## src/lmts_pkg.sv

```systemverilog
// Shared types, constants and font table for the 5x5 LED text scroller.
// No dependencies; imported by every module of the block.
package lmts_pkg;

   localparam int CODE_W    = 7;
   localparam int GLYPH_W   = 25;
   localparam int COLS      = 5;
   localparam int ROWS      = 5;
   localparam int FONT_SIZE = 1 << CODE_W;

   // Frame counter: six frames per character
   localparam logic [2:0] FRAME_FIRST = 3'd0;
   localparam logic [2:0] FRAME_LAST  = 3'd5;

   // Offsets of the slide-out and slide-in shifts
   localparam logic [2:0] PREV_SHIFT_BASE = 3'd2;
   localparam logic [2:0] NEXT_SHIFT_BASE = 3'd4;
   localparam logic [2:0] FINAL_SHIFT     = 3'd1;

   localparam logic [CODE_W-1:0] CODE_END = '0;

   typedef struct packed {
      logic [GLYPH_W-1:0] glyph;
      logic               code_zero;
   } glyph_type;

   typedef struct packed {
      logic [GLYPH_W-1:0] frame_bits;
      logic               last_frame;
      logic               text_done;
   } frame_type;

   // Bit 24 is row 0 column 0; row-major
   localparam logic [GLYPH_W-1:0] FONT_ROM [FONT_SIZE] = '{
      25'd0, 25'd0, 25'd0, 25'd0, 25'd0, 25'd0, 25'd0, 25'd0,
      25'd0, 25'd0, 25'd0, 25'd0, 25'd0, 25'd0, 25'd0, 25'd0,
      25'd0, 25'd0, 25'd0, 25'd0, 25'd0, 25'd0, 25'd0, 25'd0,
      25'd0, 25'd0, 25'd0, 25'd0, 25'd0, 25'd0, 25'd0, 25'd0,
      25'd0, 25'd8658952, 25'd10813440, 25'd11512810,
      25'd15514222, 25'd26808627, 25'd13185613, 25'd8650752,
      25'd4464900, 25'd8523912, 25'd332096, 25'd145536,
      25'd136, 25'd14336, 25'd256, 25'd1118480,
      25'd13191756, 25'd4591758, 25'd29438494, 25'd31527500,
      25'd6638562, 25'd33060926, 25'd2243118, 25'd32575760,
      25'd15252014, 25'd15251592, 25'd262400, 25'd131208,
      25'd2236546, 25'd459200, 25'd8521864, 25'd15243268,
      25'd0, 25'd13204050, 25'd29979228, 25'd15221262,
      25'd29968988, 25'd32010782, 25'd32010768, 25'd15224366,
      25'd19495506, 25'd29630748, 25'd32574028, 25'd19554962,
      25'd17318430, 25'd18732593, 25'd18667121, 25'd13191756,
      25'd29979152, 25'd13191558, 25'd29979217, 25'd15216732,
      25'd32641156, 25'd19483212, 25'd18400580, 25'd18405233,
      25'd19477074, 25'd18157700, 25'd31597086, 25'd0,
      25'd17043521, 25'd0, 25'd4521984, 25'd31,
      25'd8519680, 25'd477775, 25'd17330780, 25'd475662,
      25'd2177614, 25'd13201934, 25'd6582536, 25'd15284300,
      25'd17330770, 25'd8397064, 25'd2099276, 25'd17457810,
      25'd8659206, 25'd906801, 25'd936530, 25'd412236,
      25'd936848, 25'd477634, 25'd475664, 25'd204952,
      25'd8665351, 25'd608847, 25'd574788, 25'd575163,
      25'd602514, 25'd567448, 25'd987422, 25'd0,
      25'd8659208, 25'd0, 25'd12384, 25'd0
   };

   // Shift every row left by k columns; five or more clears the glyph
   function automatic logic [GLYPH_W-1:0] shift_left(input logic [GLYPH_W-1:0] g,
                                                     input logic [2:0] k);
      logic [GLYPH_W-1:0] res;
      logic [COLS-1:0]    row;
      res = '0;
      for (int r = 0; r < ROWS; r++) begin
         row = g[r*COLS +: COLS];
         res[r*COLS +: COLS] = (k >= 3'(COLS)) ? '0 : (row << k);
      end
      return res;
   endfunction

   // Shift every row right by k columns
   function automatic logic [GLYPH_W-1:0] shift_right(input logic [GLYPH_W-1:0] g,
                                                      input logic [2:0] k);
      logic [GLYPH_W-1:0] res;
      logic [COLS-1:0]    row;
      res = '0;
      for (int r = 0; r < ROWS; r++) begin
         row = g[r*COLS +: COLS];
         res[r*COLS +: COLS] = (k >= 3'(COLS)) ? '0 : (row >> k);
      end
      return res;
   endfunction

endpackage

```

## src/led_matrix_text_scroller.sv

```systemverilog
// Top level of the 5x5 LED matrix text scroller.
// Instantiates lmts_font_rom and lmts_frame_gen; uses lmts_pkg.
//
// Usage:
//  - req channel: one 7-bit character code per transfer (req_valid/req_stall).
//    Code 0 ends the text: its frames slide the last glyph out and the
//    stored glyph returns to blank.
//  - rsp channel: six transfers per character, each a 25-bit frame (bit 24
//    is the top-left LED, row-major), with rsp_last_frame on the sixth and
//    rsp_text_done on the sixth frame of an end-of-text run.
//  - Path: a character passes the font ROM read register, the frame
//    sequencer's glyph register and the output register.
//  - Throughput: one frame per cycle while rsp_stall is low; the frame
//    sequencer's six-step walk gives six per character. A second character
//    is taken into the ROM stage while the current one is being scrolled.
//  - rsp_stall freezes a full output register and the sequencer; req_stall
//    rises once the ROM stage holds a character the sequencer cannot take.
//  - Reset clears all valid flags and blanks the stored glyph.
module led_matrix_text_scroller
   import lmts_pkg::*;
(
   input  logic               clock,
   input  logic               reset,
   input  logic               req_valid,
   output logic               req_stall,
   input  logic [CODE_W-1:0]  req_char_code,
   output logic               rsp_valid,
   input  logic               rsp_stall,
   output logic [GLYPH_W-1:0] rsp_frame_bits,
   output logic               rsp_last_frame,
   output logic               rsp_text_done
);

   logic      glyph_valid, take, req_accept;
   glyph_type glyph;
   logic      frame_valid, out_ready;
   frame_type frame;

   logic      rsp_valid_ff, rsp_valid_in;
   frame_type rsp_data_ff;

   // ROM stage holds one character; stall while it cannot hand it on
   assign req_stall  = glyph_valid && !take;
   assign req_accept = req_valid && !req_stall;

   lmts_font_rom u_font_rom (
      .clock       (clock),
      .reset       (reset),
      .rd_en       (req_accept),
      .rd_code     (req_char_code),
      .take        (take),
      .glyph_valid (glyph_valid),
      .glyph_out   (glyph)
   );

   // output register free or draining this cycle
   assign out_ready = !rsp_valid_ff || !rsp_stall;

   lmts_frame_gen u_frame_gen (
      .clock       (clock),
      .reset       (reset),
      .in_valid    (glyph_valid),
      .in_glyph    (glyph),
      .take        (take),
      .out_ready   (out_ready),
      .frame_valid (frame_valid),
      .frame_out   (frame)
   );

   always_comb begin
      rsp_valid_in = rsp_valid_ff;
      if (out_ready) rsp_valid_in = frame_valid;
   end

   always_ff @(posedge clock) begin
      if (reset) begin
         rsp_valid_ff <= 1'b0;
      end else begin
         rsp_valid_ff <= rsp_valid_in;
      end
   end

   // payload holds while stalled
   always_ff @(posedge clock) begin
      if (out_ready && frame_valid) begin
         rsp_data_ff <= frame;
      end
   end

   assign rsp_valid      = rsp_valid_ff;
   assign rsp_frame_bits = rsp_data_ff.frame_bits;
   assign rsp_last_frame = rsp_data_ff.last_frame;
   assign rsp_text_done  = rsp_data_ff.text_done;

endmodule

```

## src/lmts_font_rom.sv

```systemverilog
// Font ROM stage: synchronous 128-entry glyph lookup with a registered read.
// Holds one looked-up character until the frame sequencer takes it. Uses lmts_pkg.
module lmts_font_rom
   import lmts_pkg::*;
(
   input  logic              clock,
   input  logic              reset,
   input  logic              rd_en,
   input  logic [CODE_W-1:0] rd_code,
   input  logic              take,
   output logic              glyph_valid,
   output glyph_type         glyph_out
);

   logic      valid_ff, valid_in;
   glyph_type data_ff;

   always_comb begin
      valid_in = valid_ff;
      if (take) valid_in = 1'b0;
      if (rd_en) valid_in = 1'b1;
   end

   always_ff @(posedge clock) begin
      if (reset) begin
         valid_ff <= 1'b0;
      end else begin
         valid_ff <= valid_in;
      end
   end

   // registered ROM read
   always_ff @(posedge clock) begin
      if (rd_en) begin
         data_ff.glyph     <= FONT_ROM[rd_code];
         data_ff.code_zero <= (rd_code == CODE_END);
      end
   end

   assign glyph_valid = valid_ff;
   assign glyph_out   = data_ff;

endmodule

```

## src/lmts_frame_gen.sv

```systemverilog
// Frame sequencer: walks six frames per character and keeps the shown glyph.
// Uses lmts_pkg shift functions and types.
module lmts_frame_gen
   import lmts_pkg::*;
(
   input  logic      clock,
   input  logic      reset,
   input  logic      in_valid,
   input  glyph_type in_glyph,
   output logic      take,
   input  logic      out_ready,
   output logic      frame_valid,
   output frame_type frame_out
);

   logic               busy_ff, busy_in;
   logic [2:0]         idx_ff, idx_in;
   logic [GLYPH_W-1:0] cur_ff, cur_in;
   logic               zero_ff, zero_in;
   logic [GLYPH_W-1:0] prev_ff, prev_in;
   logic               emit, finish, is_last;

   assign is_last = (idx_ff == FRAME_LAST);
   assign emit    = busy_ff && out_ready;
   assign finish  = emit && is_last;
   assign take    = in_valid && (!busy_ff || finish);

   always_comb begin
      busy_in = busy_ff;
      idx_in  = idx_ff;
      cur_in  = cur_ff;
      zero_in = zero_ff;
      prev_in = prev_ff;
      if (finish) prev_in = cur_ff;
      if (take) begin
         busy_in = 1'b1;
         idx_in  = FRAME_FIRST;
         cur_in  = in_glyph.glyph;
         zero_in = in_glyph.code_zero;
      end else if (finish) begin
         busy_in = 1'b0;
      end else if (emit) begin
         idx_in = idx_ff + 3'd1;
      end
   end

   always_ff @(posedge clock) begin
      if (reset) begin
         busy_ff <= 1'b0;
         idx_ff  <= FRAME_FIRST;
         prev_ff <= '0;
      end else begin
         busy_ff <= busy_in;
         idx_ff  <= idx_in;
         prev_ff <= prev_in;
      end
   end

   always_ff @(posedge clock) begin
      cur_ff  <= cur_in;
      zero_ff <= zero_in;
   end

   always_comb begin
      if (is_last) begin
         frame_out.frame_bits = shift_left(cur_ff, FINAL_SHIFT);
      end else begin
         frame_out.frame_bits = shift_left(prev_ff, PREV_SHIFT_BASE + idx_ff)
                              | shift_right(cur_ff, NEXT_SHIFT_BASE - idx_ff);
      end
      frame_out.last_frame = is_last;
      frame_out.text_done  = is_last && zero_ff;
   end

   assign frame_valid = busy_ff;

endmodule

```

## config.mk

```make
export PLATFORM = sky130hd
export DESIGN_NAME = led_matrix_text_scroller
export DESIGN_NICKNAME = d
export VERILOG_FILES = /design/src/lmts_pkg.sv /design/src/led_matrix_text_scroller.sv /design/src/lmts_font_rom.sv /design/src/lmts_frame_gen.sv
export SDC_FILE = /design/constraint.sdc
export NUM_CORES = 1
export LEC_CHECK = 0
export ABC_AREA = 1
export BUFFER_PORTS_ARGS = -buffer_cell sky130_fd_sc_hd__buf_2
export CAP_MARGIN = 20
export CORE_MARGIN = 8
export CORE_UTILIZATION = 45
export CTS_CLUSTER_SIZE = 25
export DETAILED_ROUTE_END_ITERATION = 10
export MAX_ROUTING_LAYER = met4
export PLACE_DENSITY = 0.68
export SLEW_MARGIN = 30
export SYNTH_ARGS = -nofsm -noshare
export SYNTH_HDL_FRONTEND = slang
export SYNTH_HIERARCHICAL = 1
export SYNTH_SLANG_ARGS = --single-unit
```

## constraint.sdc

```tcl
create_clock -name clock -period 3.7 [get_ports clock]
set_input_delay 0.74 -clock clock [delete_from_list [all_inputs] [get_ports clock]]
set_output_delay 0.74 -clock clock [all_outputs]
set_load 0.005 [all_outputs]
```

; Word-level counts from Yosys, hierarchy flattened
; Memories as Yosys holds them, arrays and structs flattened. A register that Yosys moved wholly into a read port is not among the register bits.
; Cells that the tools add are included.
; W data, S select, Z words.
[classes]
magnitude_cmp = 2
eq_ne = 1
shift = 10
bitwise = 3
n_reduce_logical = 18
n_mux = 15
n_addsub = 3
[op_table]
columns = cell, count
row1 = $mux W5, 10
row2 = $mux W25, 1
row3 = $or A25 B25 Y25, 1
row4 = $shl A5 B3 Y5, 5
row5 = $shr A5 B3 Y5, 5
row6 = $not A7 Y8, 1
row7 = $logic_not A7 Y1, 1
row8 = $ge A3 B3 Y1 const B, 2
row9 = $logic_and A1 B1 Y1, 6
row10 = $logic_not A1 Y1, 5
row11 = $mux W1, 4
row12 = $reduce_bool A2 Y1, 2
row13 = $add A2 B3 Y3 const A, 1
row14 = $add A3 B1 Y3 const B, 1
row15 = $eq A3 B3 Y1 const B, 1
row16 = $sub A3 B3 Y3 const A, 1
row17 = $logic_or A1 B1 Y1, 2
row18 = $reduce_and A2 Y1, 1
row19 = $reduce_or A2 Y1, 1
row20 = $not A1 Y1, 1
[word_totals]
elab_cells = 65
n_memories = 1
reg_bits = 85
rom_bits = 3200
inputBits = 11
out_inout_bits = 29
[memory_table]
columns = memory, words, width, rd, rd_ports_with_merged_regs, write_ports, line
row1 = (no name shown), 128, 25, 1, 1, 0, lmts_font_rom.sv:35  ; data_ff.glyph <= FONT_ROM[rd_code];

; Logic depth before layout (Yosys ltp)
[logic_depth]
word_depth = 11
depth_mapped = 14
depth_no_buf = 13

; Cells and area by module
; The synthesis kept the hierarchy.
[by_module_without_submodules]
columns = mod, area_per_inst_um2, instances, cells_per_inst, seq_area_each_um2
row1 = lmts_frame_gen, 3579.7, 1, 542, 1361.3
row2 = lmts_font_rom, 3473.3, 1, 583, 800.8
row3 = led_matrix_text_scroller, 869.6, 1, 36, 830.8

; Worst setup path after synthesis
; No wires, ideal clock.
[synth_path]
path_kind = register -> register
start = register u_frame_gen.idx_ff[1]
end = register u_font_rom/glyph_out[0] (netlist name)
path_stages_with_launch = 13
period_less_slack_ps = 3777
setup_ps = 410
arrival_time_ps = 3367
path_buffers = 2
required_ps = 3290
path_slack_ps = -77
path_cell_list = dfxtp_1 > buf_2 > inv_1 > buf_2 > ha_1 > nand2_4 > nor2_8 > inv_2 > nand2_1 > nand2_1 > inv_1 > nor2_1 > nor2_1
[synth_between]
elab_chain_cells = 8
[synth_lines]
columns = item, line
row1 = from (decl), lmts_frame_gen.sv:17  ; logic [2:0] idx_ff, idx_in;
row2 = from (signal assigned), lmts_frame_gen.sv:54  ; idx_ff <= idx_in;
row3 = $eq A3 B3 Y1, lmts_frame_gen.sv:23  ; assign is_last = (idx_ff == FRAME_LAST);
row4 = $logic_and A1 B1 Y1, lmts_frame_gen.sv:25  ; assign finish = emit && is_last;
row5 = $logic_or A1 B1 Y1, lmts_frame_gen.sv:26  ; assign take = in_valid && (!busy_ff || finish);
row6 = $logic_and A1 B1 Y1, lmts_frame_gen.sv:26
row7 = net take, led_matrix_text_scroller.sv:34  ; logic glyph_valid, take, req_accept;
row8 = $logic_not A1 Y1, led_matrix_text_scroller.sv:43  ; assign req_stall = glyph_valid && !take;
row9 = $logic_and A1 B1 Y1, led_matrix_text_scroller.sv:43
row10 = net req_stall, led_matrix_text_scroller.sv:25  ; output logic req_stall,
row11 = $logic_not A1 Y1, led_matrix_text_scroller.sv:44  ; assign req_accept = req_valid && !req_stall;
row12 = $logic_and A1 B1 Y1, led_matrix_text_scroller.sv:44
row13 = net req_accept, led_matrix_text_scroller.sv:34
; The timed path passes the listed nets, and every way through them passes these cells.
; A chain may end at the register's enable or synchronous reset.

; Worst setup path after layout
[layout_path]
start = register u_frame_gen.idx_ff[1]
end = output req_stall
[layout_between]
elab_chain_cells = 6
[layout_lines]
columns = item, line
row1 = $eq A3 B3 Y1, lmts_frame_gen.sv:23
row2 = $logic_and A1 B1 Y1, lmts_frame_gen.sv:25
row3 = $logic_or A1 B1 Y1, lmts_frame_gen.sv:26
row4 = $logic_and A1 B1 Y1, lmts_frame_gen.sv:26
row5 = net take, led_matrix_text_scroller.sv:34
row6 = $logic_not A1 Y1, led_matrix_text_scroller.sv:43
row7 = $logic_and A1 B1 Y1, led_matrix_text_scroller.sv:43
row8 = to (decl), led_matrix_text_scroller.sv:25
; The timed path passes the listed nets, and every way through them passes these cells.

==> out/qor.csv <==
metric,value,unit
netlist_area,7920,µm²
tns,0,ps
cts_hold_buf,0,
ys_types,46,
drt_wl_total,31.1,mm
rows,48,
cp_cell_sequence,"inv_1, ha_1, nand2_4, nor2_8, inv_2, nand2_1, nand2_1, inv_1, nor2_1, buf_2",
slowest_stage,nor2_8,
critPathLaunchType,flop,
numCtsBuffers,9,
hpwl,23.4,mm
synth_ff_type,edfxtp_1,
synth_seq_area_share,37.8,%
grt_pass1_wl,47.3,mm
clk-insertion-delay-late,360,ps
dpl.cell_count,1395,
syn_area_per_cell,6.82,µm²
skew,14.6,ps
grt_use_met3,4.71,%
critPathMaxStageDelay,340,ps
dieWidth,149,µm
max_cap_violations,0,
cp_num_buf_inv,4,
critical_path.max_fanout,27,
cp.required,2960,ps
synthesis.nets,1192,
rsz0062_at_grt,false,
overflow,0,
p_per_area,377,nW/µm²
route.detailed.drc,0,
setup_viol,0,
grt_use_met1,32.3,%
worst_slew_margin_rel,47.3,%
yosysWarnings,6,
ys_async_sr_fraction,0,%
wire_per_inst,22.1,µm
min_path_type,reg -> reg,
fillers,1749,
finalCritPeriodShare,85.7,%
yosys.area.top_type,edfxtp_1,
grt_pass1_vias,7808,
finalHoldViolCount,0,
io_pins,40,
synthToLayoutAreaGrowth,7.68,%
power.total,3.22,mW
report.final.slew_viol_count,0,
status,"finished, final reports clean",
cts_buffer_depth,2,
ys_seq_elements,110,
cp-end-kind,output pin,
cts_resized,0,
synthTopCellsByArea,"edfxtp_1 30%, nand2_1 21%, nand3_1 9.7%",
clock_sinks,110,
worstSetupPathType,reg -> out,
fin_crit,3170,ps
fmax,315,MHz
grt_antenna_before_repair,0,
synthTopCellsByCount,"446 x nand2_1, 153 x nand3_1, 109 x nor2_1",
grt_max_degree,56,
post_layout_nonfiller_instances,1412,
h-tree-depth,3,
synth_top_cell_area_share,29.9,%
worst_pin_slew,789,ps
port_buffers,39,
irDropWorstVdd,239,µV
crit_arrival,2430,ps
drive_above_1_share,10.7,%
top_usage_layer,met2,
first_pass_iters,6,
nets,1212,
place.gp.congestion,1.08,
cp_top_family,buffers and inverters,
cts_tree,built,
clk_pin_slew,70,ps
p_leak,4.00,nW
die_h,149,µm
synth_edf_count,79,
gr-usage-all-layers,29.1,%
globalRouteMet2Util,47.3,%
coreArea,17200,µm²
drt_first_iter_violations,1006,
cts_root_buf,clkbuf_16,
die-area,22100,µm²
synth_most_common_cell,nand2_1,
via_count,8361,
postCtsSetupBuffers,0,
viasPerCell,5.92,
drt.antenna.violating_nets,0,
start_util,46.0,%
synthCells,1161,
## layout make-up
type,count,area [µm²],area share [%]
multi-input combinational,918,4230,49.5
inverter,73,278,3.26
clock buffer,10,239,2.80
timing repair buffer,69,420,4.93
sequential,110,2990,35.1
tap,225,282,3.30
antenna,1,2.50,0.0293
clock inverter,6,91.3,1.07
## registers in the layout, indices dropped and copies added, names as in the netlist
name                     flops
u_frame_gen/frame_valid      1
u_frame_gen/zero_ff          1
u_frame_gen/idx_ff           3
u_frame_gen/prev_ff         25
rsp_text_done                1
rsp_last_frame               1
u_font_rom/glyph_valid       1
u_frame_gen/cur_ff          25
rsp_valid                    1
u_font_rom/glyph_out        26
rsp_frame_bits              25
## worst register-to-register path, stage by stage, from the launching register on
cell and delay, ps:
dfxtp_1 340, buf_4 440, inv_2 90, ha_1 290, buf_4 240, clkinv_1 510, nand3_2 420, nor2_1 70
nor2_1 90, a21oi_1 110
## final timing paths
kind | from | to | slack (ps) | depth (start not counted)
setup / recovery | u_frame_gen/idx_ff[1] | req_stall | 530 | 10
hold / removal | u_font_rom/glyph_out[11] | u_frame_gen/cur_ff[10] | 420 | 0
setup reg to reg | u_frame_gen/idx_ff[0] | rsp_frame_bits[19] | 830 | 9
hold reg to reg | u_font_rom/glyph_out[11] | u_frame_gen/cur_ff[10] | 420 | 0
## power by group
group	switching [mW]	total (mW)	internal [mW]
Combinational	0.507	0.697	0.191
Sequential	0.0421	1.46	1.42
Clock	0.438	1.05	0.617
## per-layer routing
| layer | part of all wire, % | vias up |
|---|---|---|
| li1 | - | 3854 |
| met1 | 37 | 3808 |
| met2 | 47 | 545 |
| met3 | 8.1 | 154 |
| met4 | 7.9 | 0 |
| met5 | 0 | - |
## per-stage QoR
step | utilization [%] | hold slack (ps) | setup WS [ps] | area, µm²
floorplan | - | 400 | 352 | 7930
global placement | 47.6 | 401 | 793 | 8200
detailed placement | 47.6 | 405 | 772 | 8200
CTS | 49.5 | 423 | 534 | 8530
global route | 49.5 | 432 | 357 | 8530
finish | 49.5 | 421 | 527 | 8530
## layout by cell type (no fill, tap or decap), types with 2 or more instances in the layout
cell | netlist | layout
a21oi_1 | 51 | 50
a21oi_2 | 1 | 2
a31oi_1 | 2 | 2
and2_1 | 5 | 5
buf_2 | 23 | 39
buf_4 | 14 | 30
bufinv_16 | 0 | 2
clkbuf_16 | 0 | 9
clkinv_1 | 4 | 4
clkinv_2 | 1 | 2
dfxtp_1 | 31 | 31
edfxtp_1 | 79 | 79
ha_1 | 20 | 20
inv_1 | 57 | 57
inv_2 | 10 | 10
inv_6 | 0 | 2
nand2_1 | 446 | 446
nand2_2 | 10 | 10
nand2_4 | 3 | 3
nand3_1 | 153 | 153
nand4_1 | 10 | 10
nor2_1 | 109 | 108
nor2_2 | 6 | 7
nor2_4 | 5 | 5
nor3_1 | 6 | 6
o2111ai_1 | 2 | 2
o211ai_1 | 5 | 5
o21ai_0 | 55 | 55
o21ai_1 | 12 | 12
o22ai_1 | 2 | 2
o31ai_1 | 2 | 2
or2_1 | 2 | 2
## kinds of logic after synthesis
| family | share of synthesized area, % |
|---|---|
| simple gates | 40.7 |
| compound gates | 9.27 |
| buf+inv | 8.97 |
| flops | 37.8 |
| fa+ha+maj | 3.16 |
| xor+xnor | 0.111 |
Note: power is estimated with default switching activity, not from simulation.
